<file path="config.mk">
export PLATFORM = sky130hd
export DESIGN_NAME = mrs_ctrl
export DESIGN_NICKNAME = d
export VERILOG_FILES = /design/src/design/mrs_pkg.sv /design/src/design/mrs_ctrl.sv
export SDC_FILE = /design/constraint.sdc
export NUM_CORES = 1
export LEC_CHECK = 0
export BUFFER_PORTS_ARGS = -buffer_cell sky130_fd_sc_hd__buf_2
export CORE_AREA = 4 4 41 43
export CTS_BUF_LIST = sky130_fd_sc_hd__clkbuf_16
export DETAILED_ROUTE_END_ITERATION = 7
export DIE_AREA = 0 0 45 47
export GPL_TIMING_DRIVEN = 0
export REMOVE_ABC_BUFFERS = 1
export SYNTH_ARGS = -nofsm -noshare
export SYNTH_HDL_FRONTEND = slang
export SYNTH_SLANG_ARGS = --single-unit
</file>
<file path="constraint.sdc">
create_clock -name clk -period 1.1 [get_ports clk]
set_clock_uncertainty 0.2 [all_clocks]
set_input_delay 0.055 -clock clk [delete_from_list [all_inputs] [get_ports clk]]
set_output_delay 0.055 -clock clk [all_outputs]
set_load 0.02 [all_outputs]
</file>
<file path="src/design/mrs_pkg.sv">
package mrs_pkg;

  localparam int NUM_BINS = 64;
  localparam int REGION_W = 6;
  localparam int VALUE_W  = 32;
  localparam int SUM_W    = 48;
  localparam int CNT_W    = 7;
  localparam int EXT_W    = SUM_W + 1 - VALUE_W;

  localparam logic [CNT_W-1:0] NB_MAX = CNT_W'(NUM_BINS);
  localparam logic [CNT_W-1:0] NB_MIN = CNT_W'(1);
  localparam logic [CNT_W-1:0] NB_RST = CNT_W'(64);

  localparam logic signed [SUM_W-1:0] SUM_MAX = {1'b0, {(SUM_W-1){1'b1}}};
  localparam logic signed [SUM_W-1:0] SUM_MIN = {1'b1, {(SUM_W-1){1'b0}}};

  typedef enum logic [1:0] {
    ST_RUN,
    ST_DRAIN,
    ST_READ,
    ST_SHOW
  } state_t;

  typedef struct packed {
    logic run;
    logic rd;
    logic show;
    logic adv;
    logic clear;
  } cmd_t;

  typedef struct packed {
    logic fend_acc;
    logic out_fire;
    logic last;
  } stat_t;

endpackage

</file>
<file path="src/design/mrs_ctrl.sv">
module mrs_ctrl (
  input  logic           clk,
  input  logic           rst_n,
  input  mrs_pkg::stat_t stat,
  output mrs_pkg::cmd_t  cmd
);
  import mrs_pkg::*;

  state_t state_r, state_nxt;

  always_ff @(posedge clk) begin
    if (!rst_n) begin
      state_r <= ST_RUN;
    end else begin
      state_r <= state_nxt;
    end
  end

  always_comb begin
    state_nxt = state_r;
    unique case (state_r)
      ST_RUN: begin
        if (stat.fend_acc) begin
          state_nxt = ST_DRAIN;
        end
      end
      ST_DRAIN: begin
        state_nxt = ST_READ;
      end
      ST_READ: begin
        state_nxt = ST_SHOW;
      end
      ST_SHOW: begin
        if (stat.out_fire) begin
          state_nxt = stat.last ? ST_RUN : ST_READ;
        end
      end
      default: begin
        state_nxt = ST_RUN;
      end
    endcase
  end

  always_comb begin
    cmd = '0;
    unique case (state_r)
      ST_RUN: begin
        cmd.run = 1'b1;
      end
      ST_DRAIN: begin
        cmd.run = 1'b0;
      end
      ST_READ: begin
        cmd.rd = 1'b1;
      end
      ST_SHOW: begin
        cmd.show  = 1'b1;
        cmd.adv   = stat.out_fire && !stat.last;
        cmd.clear = stat.out_fire && stat.last;
      end
      default: begin
        cmd = '0;
      end
    endcase
  end

endmodule

</file>
==> impl_metrics.ini <==
[outcome]
status = finished with violations
violations = negative setup slack

[setup_path]
reg2reg_depth = 3
required_ns = 0.84
reg2reg_from = state_r[1]$_SDFFE_PN0P_
cp-start-kind = register
crit_end = cmd[0]
crit_slowest_cell = dfxtp_4
crit_chain = and4_4 > buf_6
r2r_setup_slack_ns = 0.02
path_class = register to output pin
crit_path_max_incr_delay_ns = 0.36
end_kind = output pin
critPathMaxFanout = 7
crit_arrival_ns = 0.92
worstReg2RegEnd = state_r[1]$_SDFFE_PN0P_
crit_start = state_r[1]$_SDFFE_PN0P_

[clock_tree]
clk_path_buf_depth = 2
clk_latency_ns = 0.22
clkTransAtPathRegs_ns = 0.03
clkSinkCount = 2
cts_tree = built
cts_root_buf = clkbuf_16
h-tree-depth = 1
numCtsBuffers = 3

[power]
combPwrFrac_pct = 10.9
power.total_w = 0.000713
p_int_w = 0.000588
power_frac_clock_pct = 76.1
p_sw_share_pct = 17.6
power_density_nw_per_um2 = 2220
switchingPower_w = 0.000125
irDropWorstVdd_uv = 552
seq_power_share_pct = 13.1
p_leak_nw = 0.143

[synth]
ys_types = 10
synth_cells = 12
netlist_area_um2 = 111
ys_ff_latch = 2
seq_area_frac_synth_pct = 36.0
synth.avg_cell_area_um2 = 9.28
yosysWarnings = 0

[timing]
min_period_ns = 1.18
setup_ws_ns = -0.0754
fin_tns_setup_ns = -0.231
drv_slew = 0
fmax_mhz = 851
tightest_slew_ns = 0.168
max_slew_margin_pct = 88.8
setup_viol = 5
fin_crit_sh_pct = 107
rsz0062_at_grt = true
hold_viol = 0

[detailed_routing]
postRouteAntennaNets = 0
drtPass1Iterations = 1
drt_iter0_drc = 0
detail_route.vias_per_cell = 3.28
wl_per_cell_um = 8.47
drc = 0
routed_wl_um = 364
dr_total_vias = 141

[place]
place_ws_ns = 0.0248
place_inst = 36
gp_congestion = 0.564
io_buffers = 9

[layout]
n_antenna_cell = 0
top_register = state_r
nNetsFinal = 35
final_cell_mix = buf_2 (4), clkbuf_16 (3), dlygate4sd3_1 (3), buf_6 (3), buf_4 (3)
fill_cells = 155
largest_reg_flops = 2
final_common_cell = buf_2
top_regs = state_r: 2 flops
drive_above_1_share_pct = 67.9
area.growth.synth_to_final_pct = 189
layout.cells.non_filler = 43

[min_path]
hold_path_class = primary input to register

[global_routing]
grt_pass1_wl_um = 669
grt_start_max_net_pins = 8
grt_pass1_vias = 168
grt_antenna_before_repair = 0
overflow = 0
track_usage_pct = 4.96

[floorplan]
start_util_pct = 8.56
dieArea_um2 = 2120
dieHeight_um = 47
coreArea_um2 = 1300
die_width_um = 45
rows = 13
boundaryPins = 10

[flow_run]
maxCapViolCount = 0
==> metal layers <==
| metal | share of wire (%) | vias to the layer above | track usage, % | wire length [um] |
|---|---|---|---|---|
| met5 | 0 | - | 0 | 0 |
| met4 | 0 | 0 | 5.26 | 0 |
| li1 | - | 74 | - | - |
| met3 | 15 | 0 | 2.68 | 55 |
| met2 | 42 | 9 | 7.06 | 154 |
| met1 | 42 | 58 | 4.97 | 154 |
==> cell families (layout without fill, tap and decap cells) <==
kind of cell	Yosys count	count (layout)	synth area share [%]
AOI/OAI and AO/OA	2	2	13.5
buffers and inverters	0	16	0
and+or+nand+nor	8	8	50.6
DFF	2	2	36.0
==> final cells by class <==
type | count | area (um^2) | share of cell area, %
clock buffer | 3 | 75.1 | 23.3
multi-input combinational | 10 | 73.8 | 23.0
sequential | 2 | 47.5 | 14.8
tap | 15 | 18.8 | 5.84
timing repair buffer | 13 | 106 | 33.1
==> power by group through the flow <==
stage | Combinational (W) | Sequential (W) | Clock (W)
2_1_floorplan | 0.0000357 | 0.0000896 | 0
3_3_place_gp | 0.0000558 | 0.0000923 | 0
3_5_place_dp | 0.0000564 | 0.0000925 | 0
4_1_cts | 0.0000749 | 0.0000931 | 0.000552
5_1_grt | 0.0000843 | 0.0000964 | 0.000572
6_report | 0.0000776 | 0.0000932 | 0.000543
==> cell usage after synthesis <==
| cell | number | share of area, % |
|---|---|---|
| nand3_1 | 1 | 4.5 |
| nand2b_1 | 1 | 5.6 |
| a21boi_1 | 1 | 6.7 |
| and2_2 | 1 | 6.7 |
| nor3b_2 | 1 | 11 |
| o21bai_1 | 1 | 6.7 |
| and4_4 | 1 | 10 |
| nor2b_1 | 1 | 5.6 |
| nor2_1 | 2 | 6.7 |
| dfxtp_1 | 2 | 36 |
==> critical path: cells and delay by family, from the launching register on <==
kind | cells | cell delay, ns
buf+inv | 1 | 0.11
simple gates | 1 | 0.23
flops | 1 | 0.36
==> per-stage QoR <==
| step | utilization [%] | area (um^2) | hold slack [ns] |
|---|---|---|---|
| after floorplan | - | 111 | -0.0102 |
| after global placement | 13.5 | 175 | 0.104 |
| after detailed placement | 13.5 | 175 | 0.111 |
| after CTS | 24.0 | 313 | 0.117 |
| after global routing | 24.7 | 322 | 0.153 |
| final | 24.7 | 322 | 0.128 |
==> worst min-delay path by stage <==
| stage | from | to | slack, ns | depth (start not counted) |
|---|---|---|---|---|
| finish | stat[0] | state_r[1]$_SDFFE_PN0P_ | 0.13 | 4 |
| global route | stat[0] | state_r[1]$_SDFFE_PN0P_ | 0.15 | 4 |
| CTS | stat[0] | state_r[1]$_SDFFE_PN0P_ | 0.12 | 4 |
| detailed placement | rst_n | state_r[0]$_SDFFE_PN0P_ | 0.11 | 2 |
| global placement | rst_n | state_r[0]$_SDFFE_PN0P_ | 0.10 | 2 |
| floorplan | stat[0] | cmd[1] | -0.01 | 1 |
==> repair_timing <==
action / CTS / global route
endpoints found under the setup margin: 5 / 6
endpoints found under the hold margin: 2 / 0
buffers inserted: 1 / 0
hold buffers: 3 / 0
gates resized for setup: 10 / 3
pin swaps: 2 / 1
Power figures use the tool's default switching activity.
