### config.mk
export PLATFORM = sky130hd
export DESIGN_NAME = mrs_dp
export DESIGN_NICKNAME = d
export VERILOG_FILES = /design/src/design/mrs_pkg.sv /design/src/design/mrs_ram.sv /design/src/design/mrs_dp.sv
export SDC_FILE = /design/constraint.sdc
export NUM_CORES = 2
export LEC_CHECK = 0
export CELL_PAD_IN_SITES_DETAIL_PLACEMENT = 1
export CELL_PAD_IN_SITES_GLOBAL_PLACEMENT = 1
export CORE_MARGIN = 10
export CORE_UTILIZATION = 55
export CTS_CLUSTER_DIAMETER = 60
export DETAILED_ROUTE_END_ITERATION = 8
export DONT_BUFFER_PORTS = 1
export GPL_TIMING_DRIVEN = 0
export PLACE_DENSITY_LB_ADDON = 0.08
export REMOVE_ABC_BUFFERS = 1
export SYNTH_ARGS = -nofsm -noshare
export SYNTH_HDL_FRONTEND = slang
export SYNTH_SLANG_ARGS = --single-unit
### constraint.sdc
create_clock -name clk -period 9 [get_ports clk]
set_input_delay 1.8 -clock clk [delete_from_list [all_inputs] [get_ports clk]]
set_output_delay 1.8 -clock clk [all_outputs]
set_load 0.02 [all_outputs]
### src/design/mrs_pkg.sv
package mrs_pkg;

  localparam int NUM_BINS = 64;
  localparam int REGION_W = 6;
  localparam int VALUE_W  = 32;
  localparam int SUM_W    = 48;
  localparam int CNT_W    = 7;
  localparam int EXT_W    = SUM_W + 1 - VALUE_W;

  localparam logic [CNT_W-1:0] NB_MAX = CNT_W'(NUM_BINS);
  localparam logic [CNT_W-1:0] NB_MIN = CNT_W'(1);
  localparam logic [CNT_W-1:0] NB_RST = CNT_W'(64);

  localparam logic signed [SUM_W-1:0] SUM_MAX = {1'b0, {(SUM_W-1){1'b1}}};
  localparam logic signed [SUM_W-1:0] SUM_MIN = {1'b1, {(SUM_W-1){1'b0}}};

  typedef enum logic [1:0] {
    ST_RUN,
    ST_DRAIN,
    ST_READ,
    ST_SHOW
  } state_t;

  typedef struct packed {
    logic run;
    logic rd;
    logic show;
    logic adv;
    logic clear;
  } cmd_t;

  typedef struct packed {
    logic fend_acc;
    logic out_fire;
    logic last;
  } stat_t;

endpackage

### src/design/mrs_ram.sv
module mrs_ram #(
  parameter int WIDTH = 48,
  parameter int DEPTH = 64
) (
  input  logic                     clk,
  input  logic                     we,
  input  logic [$clog2(DEPTH)-1:0] waddr,
  input  logic [WIDTH-1:0]         wdata,
  input  logic                     re,
  input  logic [$clog2(DEPTH)-1:0] raddr,
  output logic [WIDTH-1:0]         rdata
);

  logic [WIDTH-1:0] mem [DEPTH];
  logic [WIDTH-1:0] rdata_r;

  always_ff @(posedge clk) begin
    if (we) begin
      mem[waddr] <= wdata;
    end
    if (re) begin
      rdata_r <= mem[raddr];
    end
  end

  assign rdata = rdata_r;

endmodule

### src/design/mrs_dp.sv
module mrs_dp (
  input  logic                                clk,
  input  logic                                rst_n,
  input  mrs_pkg::cmd_t                       cmd,
  output mrs_pkg::stat_t                      stat,
  input  logic                                cfg_we,
  input  logic [mrs_pkg::CNT_W-1:0]           cfg_wdata,
  input  logic                                in_valid,
  output logic                                in_ready,
  input  logic [mrs_pkg::REGION_W-1:0]        in_region,
  input  logic signed [mrs_pkg::VALUE_W-1:0]  in_cell_value,
  input  logic                                in_frame_end,
  output logic                                out_valid,
  input  logic                                out_ready,
  output logic [mrs_pkg::REGION_W-1:0]        out_bin_index,
  output logic signed [mrs_pkg::SUM_W-1:0]    out_bin_sum,
  output logic                                out_last_bin
);
  import mrs_pkg::*;

  logic [CNT_W-1:0]           num_bins_r;
  logic [CNT_W-1:0]           nb;
  logic                       in_fire;
  logic                       in_range;
  logic                       s1_vld_r;
  logic                       s1_fwd_r;
  logic [REGION_W-1:0]        s1_region_r;
  logic signed [VALUE_W-1:0]  s1_value_r;
  logic                       vld_rd_r;
  logic signed [SUM_W-1:0]    last_sum_r;
  logic [NUM_BINS-1:0]        valid_r;
  logic [REGION_W-1:0]        bin_cnt_r;
  logic                       ram_re;
  logic [REGION_W-1:0]        ram_raddr;
  logic [SUM_W-1:0]           ram_rdata;
  logic signed [SUM_W-1:0]    base;
  logic signed [SUM_W:0]      sum_wide;
  logic signed [SUM_W-1:0]    sum_sat;

  // Effective bin count, clamped to 1 .. NUM_BINS.
  always_comb begin
    if (num_bins_r < NB_MIN) begin
      nb = NB_MIN;
    end else if (num_bins_r > NB_MAX) begin
      nb = NB_MAX;
    end else begin
      nb = num_bins_r;
    end
  end

  always_ff @(posedge clk) begin
    if (!rst_n) begin
      num_bins_r <= NB_RST;
    end else if (cfg_we) begin
      num_bins_r <= cfg_wdata;
    end
  end

  assign in_ready  = cmd.run;
  assign in_fire   = in_valid && in_ready;
  assign in_range  = {1'b0, in_region} < nb;
  assign ram_re    = in_fire || cmd.rd;
  assign ram_raddr = cmd.rd ? bin_cnt_r : in_region;

  // Control state of the accumulate stage.
  always_ff @(posedge clk) begin
    if (!rst_n) begin
      s1_vld_r <= 1'b0;
      s1_fwd_r <= 1'b0;
    end else begin
      s1_vld_r <= in_fire && in_range;
      s1_fwd_r <= in_fire && in_range && s1_vld_r && (s1_region_r == in_region);
    end
  end

  always_ff @(posedge clk) begin
    if (in_fire) begin
      s1_region_r <= in_region;
      s1_value_r  <= in_cell_value;
    end
    if (ram_re) begin
      vld_rd_r <= valid_r[ram_raddr];
    end
    if (s1_vld_r) begin
      last_sum_r <= sum_sat;
    end
  end

  // A back-to-back hit on the same region takes the sum still being written.
  assign base     = s1_fwd_r ? last_sum_r : (vld_rd_r ? $signed(ram_rdata) : '0);
  assign sum_wide = {base[SUM_W-1], base} + {{EXT_W{s1_value_r[VALUE_W-1]}}, s1_value_r};

  always_comb begin
    if (sum_wide[SUM_W] != sum_wide[SUM_W-1]) begin
      sum_sat = sum_wide[SUM_W] ? SUM_MIN : SUM_MAX;
    end else begin
      sum_sat = sum_wide[SUM_W-1:0];
    end
  end

  always_ff @(posedge clk) begin
    if (!rst_n) begin
      valid_r <= '0;
    end else if (cmd.clear) begin
      valid_r <= '0;
    end else if (s1_vld_r) begin
      valid_r[s1_region_r] <= 1'b1;
    end
  end

  always_ff @(posedge clk) begin
    if (!rst_n) begin
      bin_cnt_r <= '0;
    end else if (cmd.clear) begin
      bin_cnt_r <= '0;
    end else if (cmd.adv) begin
      bin_cnt_r <= bin_cnt_r + REGION_W'(1);
    end
  end

  mrs_ram #(
    .WIDTH(SUM_W),
    .DEPTH(NUM_BINS)
  ) u_sums (
    .clk  (clk),
    .we   (s1_vld_r),
    .waddr(s1_region_r),
    .wdata(sum_sat),
    .re   (ram_re),
    .raddr(ram_raddr),
    .rdata(ram_rdata)
  );

  assign out_valid     = cmd.show;
  assign out_bin_index = bin_cnt_r;
  assign out_bin_sum   = vld_rd_r ? $signed(ram_rdata) : '0;
  assign out_last_bin  = ({1'b0, bin_cnt_r} == (nb - NB_MIN));

  assign stat.fend_acc = in_fire && in_frame_end;
  assign stat.out_fire = out_valid && out_ready;
  assign stat.last     = out_last_bin;

  a_fwd_needs_write: assert property (@(posedge clk) disable iff (!rst_n)
    s1_fwd_r |-> s1_vld_r)
    else $error("forward flag set without a pending write");

  a_clear_empties: assert property (@(posedge clk) disable iff (!rst_n)
    $past(cmd.clear) |-> (valid_r == '0))
    else $error("valid bits not cleared after dump");

  a_index_in_range: assert property (@(posedge clk) disable iff (!rst_n)
    out_valid |-> ({1'b0, out_bin_index} < nb))
    else $error("dump index beyond bin count");

  a_no_write_in_dump: assert property (@(posedge clk) disable iff (!rst_n)
    out_valid |-> !s1_vld_r)
    else $error("accumulate write during dump");

endmodule

==> parameters.txt <==
Parameter                              Value

Synth
  Average footprint of a synthesized cell    20.01 um2
  Synthesized instance count    6487
  Synth top area cells    sky130_fd_sc_hd__edfxtp_1 (74%), sky130_fd_sc_hd__mux4_2 (14%), sky130_fd_sc_hd__a211oi_1 (1.4%), sky130_fd_sc_hd__nand2_1 (1.3%), sky130_fd_sc_hd__dfxtp_1 (1.2%)
  Count of unique library cells instantiated by Yosys    78
  Proportion of netlist area held by the largest area contributor    0.7418
  Top flip-flop cell by instance count after synthesis    sky130_fd_sc_hd__edfxtp_1
  Share of synthesized registers carrying an async set or reset    0
  Count of synthesis-stage warnings from yosys    0
  Synthesized flop and latch total    3286
  Largest area contributor in the netlist    sky130_fd_sc_hd__edfxtp_1
  Sequential fraction of the synthesis area    0.7540
  Cell Area, Synth    0.1298 mm2
  EDFF count, synth    3207

Timing
  Timing-limited maximum frequency    142.6 MHz
  Final clock period utilization by the worst path    0.7793
  Transition at the pin with the smallest max-transition slack    1452 ps
  Max-slew violation total from the final report    0
  Clock skew after layout    66.19 ps
  RSZ-0062 raised after global routing    no
  Worst slew margin relative to its limit    0.03181
  Setup-violating endpoint count in the final report    0
  Period minus WS final    7014 ps
  Final hold vios    0

Clocking
  Count of H-tree levels built during CTS    5
  Buffer type at the clock tree root    sky130_fd_sc_hd__clkbuf_16
  Resize count post-CTS    0
  Source-to-sink clock delay at the later pin of the worst-skew pair    970 ps
  Total number of clock tree sinks    3286
  Max Buffers Root-to-Sink    4
  Setup repair bufs after CTS    0
  Post-cts hold buffer count    0
  Clock tree from TritonCTS    done
  Cts bufs inserted    350
  Clk pin slew, worst setup/hold paths    60 ps

Die
  Die Y    505.8 um
  Floorplan row count    178
  Chip width    505.8 um
  Boundary pin count    116
  Initial Utilization    0.5525
  Area inside the core boundary    0.2350 mm2
  Die Footprint    0.2559 mm2

Worst setup path
  Endpoint type of the worst setup path    register
  Data required time of the worst path    9550 ps
  Crit path max fanout    65
  Worst Setup SP    vld_rd_r
  Critical Path Start Type    register
  Worst path cell trace    and2_1 > mux2_2 > ha_1 > a21o_1 > o21bai_1 > o21ai_1 > nand3_2 > nand3_2 > o31ai_2 > a2111oi_4 > xnor2_2 > buf_8 > buf_8 > buf_8 > maj3_2
  Reg-to-reg setup timing slack    1990 ps
  Critical setup path kind    reg2reg
  Critical Path Slowest Stage Cell    sky130_fd_sc_hd__maj3_2
  Endpoint arrival time on the critical path    7560 ps
  Library cell appearing most often on the critical path    sky130_fd_sc_hd__buf_8
  Maximum cell stage delay along the critical path    1020 ps
  Source of the worst register-to-register timing path    vld_rd_r
  End of the worst register-to-register path    u_sums.mem[20][24]
  Worst r2r path cells    15

Global route
  Largest net degree at the start of global routing    95
  Gr usage total    0.2986
  Number of antenna violations at the first check in global routing    18
  Sum of overflow across all layers after global routing    0
  Vias in the first global route    72410
  First-pass GRT wire length    548900 um

Placed design
  Placed Instance Area    0.1392 mm2
  RD Place Congestion    0.8154
  HPWL after detailed placement    235800 um
  I/O Buffers    0

Run
  Total of max-cap violations    0

Power
  Final Power    0.03707 W
  Cell-internal power    0.02810 W
  Switching component of the power    0.008967 W
  Gate power share    0.111
  Part of the power in the clock network    0.383
  Switching share of power    0.2419
  Worst vdd rail ir drop    0.2233 mV
  Flop pwr share    0.506
  Cell Pwr Density    246.7 mW/mm2
  Leakage Power    46.91 nW

Detailed routing
  Iteration-0 DRC count of the detailed router    8928
  Total via count after detailed routing    69080
  Vias per inst    6.786
  Total Routed Length    386000 um
  Count of nets left with antenna violations after detail routing    0
  Drt drc    0
  Post-detailed-route wirelength per cell    37.92 um
  Pre-Repair DR Iteration Count    6

Worst hold path
  Number of cells traversed by the worst hold path    2
  End point of the worst hold path    valid_r[46]
  Hold path start    valid_r[46]
  Worst min-delay path class    reg2reg

Layout
  Layout Utilization    0.6396
  Total number of nets in the final design    6875
  Final Instance Area    0.1503 mm2
  Count of fill cells added during filler insertion    18790
  Layout Area Growth over Synthesis    15.76%
  Share of final-layout standard cells stronger than drive strength 1    0.2541

Run status
  Result of the run    completed
-- worst max-delay path, delay by kind of cell (launching register included) --
family | cells | cell delay [ps]
and+or+nand+nor | 3 | 1270
buffers and inverters | 3 | 620
xor gates and xnor gates | 1 | 340
DFF | 1 | 820
AOI/OAI and AO/OA | 5 | 1640
muxes | 1 | 430
adders and majority gates | 2 | 1340
-- power by group through the flow --
stage / Combinational, W / Sequential (W) / Clock [W]
finish: 0.00413 / 0.0187 / 0.0142
floorplan: 0.00276 / 0.0190 / 0
global placement: 0.00440 / 0.0191 / 0
global route: 0.00443 / 0.0187 / 0.0150
detailed placement: 0.00405 / 0.0191 / 0
CTS: 0.00407 / 0.0187 / 0.0144
-- logic make-up after synthesis --
group,after synthesis,synth area share
fa+ha+maj,104,0.009464
simple gates,1050,0.03726
compound gates,733,0.03930
flops,3286,0.7540
mux,849,0.1416
xor+xnor,56,0.003778
buf+inv,409,0.01467
-- cells in the mapped netlist (30+ instances only) --
cell	number
sky130_fd_sc_hd__a211oi_1	247
sky130_fd_sc_hd__a21oi_1	158
sky130_fd_sc_hd__a311oi_1	99
sky130_fd_sc_hd__a31oi_1	108
sky130_fd_sc_hd__and2_1	251
sky130_fd_sc_hd__buf_2	94
sky130_fd_sc_hd__buf_4	37
sky130_fd_sc_hd__clkbuf_1	225
sky130_fd_sc_hd__dfxtp_1	79
sky130_fd_sc_hd__edfxtp_1	3207
sky130_fd_sc_hd__ha_1	56
sky130_fd_sc_hd__maj3_2	30
sky130_fd_sc_hd__mux2_2	52
sky130_fd_sc_hd__mux4_2	784
sky130_fd_sc_hd__nand2_1	457
sky130_fd_sc_hd__nor2_1	230
sky130_fd_sc_hd__o21ai_0	31
sky130_fd_sc_hd__xnor2_1	35
-- area by class of cell --
class	instances	area (um2)	share of cell area
inverters	12	45.04	0.0002997
clock inverters	184	1847	0.01229
flip-flops and latches	3286	97890	0.6514
well taps	3150	3941	0.02623
repair buffers	320	6619	0.04404
clock buffers	430	9251	0.06156
diodes	5	12.51	0.00008326
multi-input cells	2792	30680	0.2041
-- sequential cells by signal (all words and copies together), names as in the netlist --
name / cells
s1_vld_r: 1
num_bins_r: 7
out_bin_index: 6
u_sums.mem: 3072
u_sums.rdata: 48
last_sum_r: 48
vld_rd_r: 1
s1_region_r: 6
valid_r: 64
s1_value_r: 32
s1_fwd_r: 1
-- through the flow --
step	setup WS [ps]	TNS (ps)	std cells	hold WS (ps)
finish	1986	0	10180	464.2
global route	1833	0	10180	494.5
CTS	2148	0	10170	469.0
detailed placement	2051	0	9559	455.7
global placement	-36880	-	9240	442.8
floorplan	-8851	-433630	6090	434.8
-- layout by cell type, fill, tap and decap left out, types with 17 or more instances in the layout --
master,Yosys,final
sky130_fd_sc_hd__a31oi_1,108,108
sky130_fd_sc_hd__nor2b_1,17,17
sky130_fd_sc_hd__edfxtp_1,3207,3207
sky130_fd_sc_hd__bufinv_16,0,37
sky130_fd_sc_hd__buf_6,15,30
sky130_fd_sc_hd__xor2_1,21,21
sky130_fd_sc_hd__mux2_2,52,48
sky130_fd_sc_hd__clkinv_1,0,70
sky130_fd_sc_hd__nor2_1,230,170
sky130_fd_sc_hd__clkinv_2,0,52
sky130_fd_sc_hd__a21o_1,26,26
sky130_fd_sc_hd__buf_12,0,201
sky130_fd_sc_hd__maj3_2,30,45
sky130_fd_sc_hd__mux4_2,784,784
sky130_fd_sc_hd__clkbuf_1,225,63
sky130_fd_sc_hd__o21ai_0,31,31
sky130_fd_sc_hd__xnor2_1,35,34
sky130_fd_sc_hd__nand2_1,457,457
sky130_fd_sc_hd__nor2_4,0,60
sky130_fd_sc_hd__buf_16,0,76
sky130_fd_sc_hd__nand3_1,18,18
sky130_fd_sc_hd__a311oi_1,99,99
sky130_fd_sc_hd__ha_1,56,56
sky130_fd_sc_hd__a211oi_1,247,244
sky130_fd_sc_hd__dfxtp_1,79,77
sky130_fd_sc_hd__and2_1,251,250
sky130_fd_sc_hd__a21oi_1,158,158
sky130_fd_sc_hd__clkbuf_16,0,352
-- metal layers --
metal | up-vias | track usage | share of wire
li1 | 27270 | - | -
met1 | 37110 | 0.4019 | 0.37
met2 | 3800 | 0.4861 | 0.49
met3 | 895 | 0.05697 | 0.089
met4 | 4 | 0.1204 | 0.047
met5 | - | 0 | 0.000070
-- worst max path at each step --
stage	to	slack [ps]	cells past startpoint
after floorplan	u_sums.rdata[10]	-8850	4
after global placement	u_sums.rdata[20]	-36880	4
after detailed placement	u_sums.rdata[24]	2050	13
after CTS	u_sums.mem[55][1]	2150	14
after global routing	u_sums.mem[55][1]	1830	14
final	u_sums.mem[20][24]	1990	15
(Power assumes the default switching activity.)
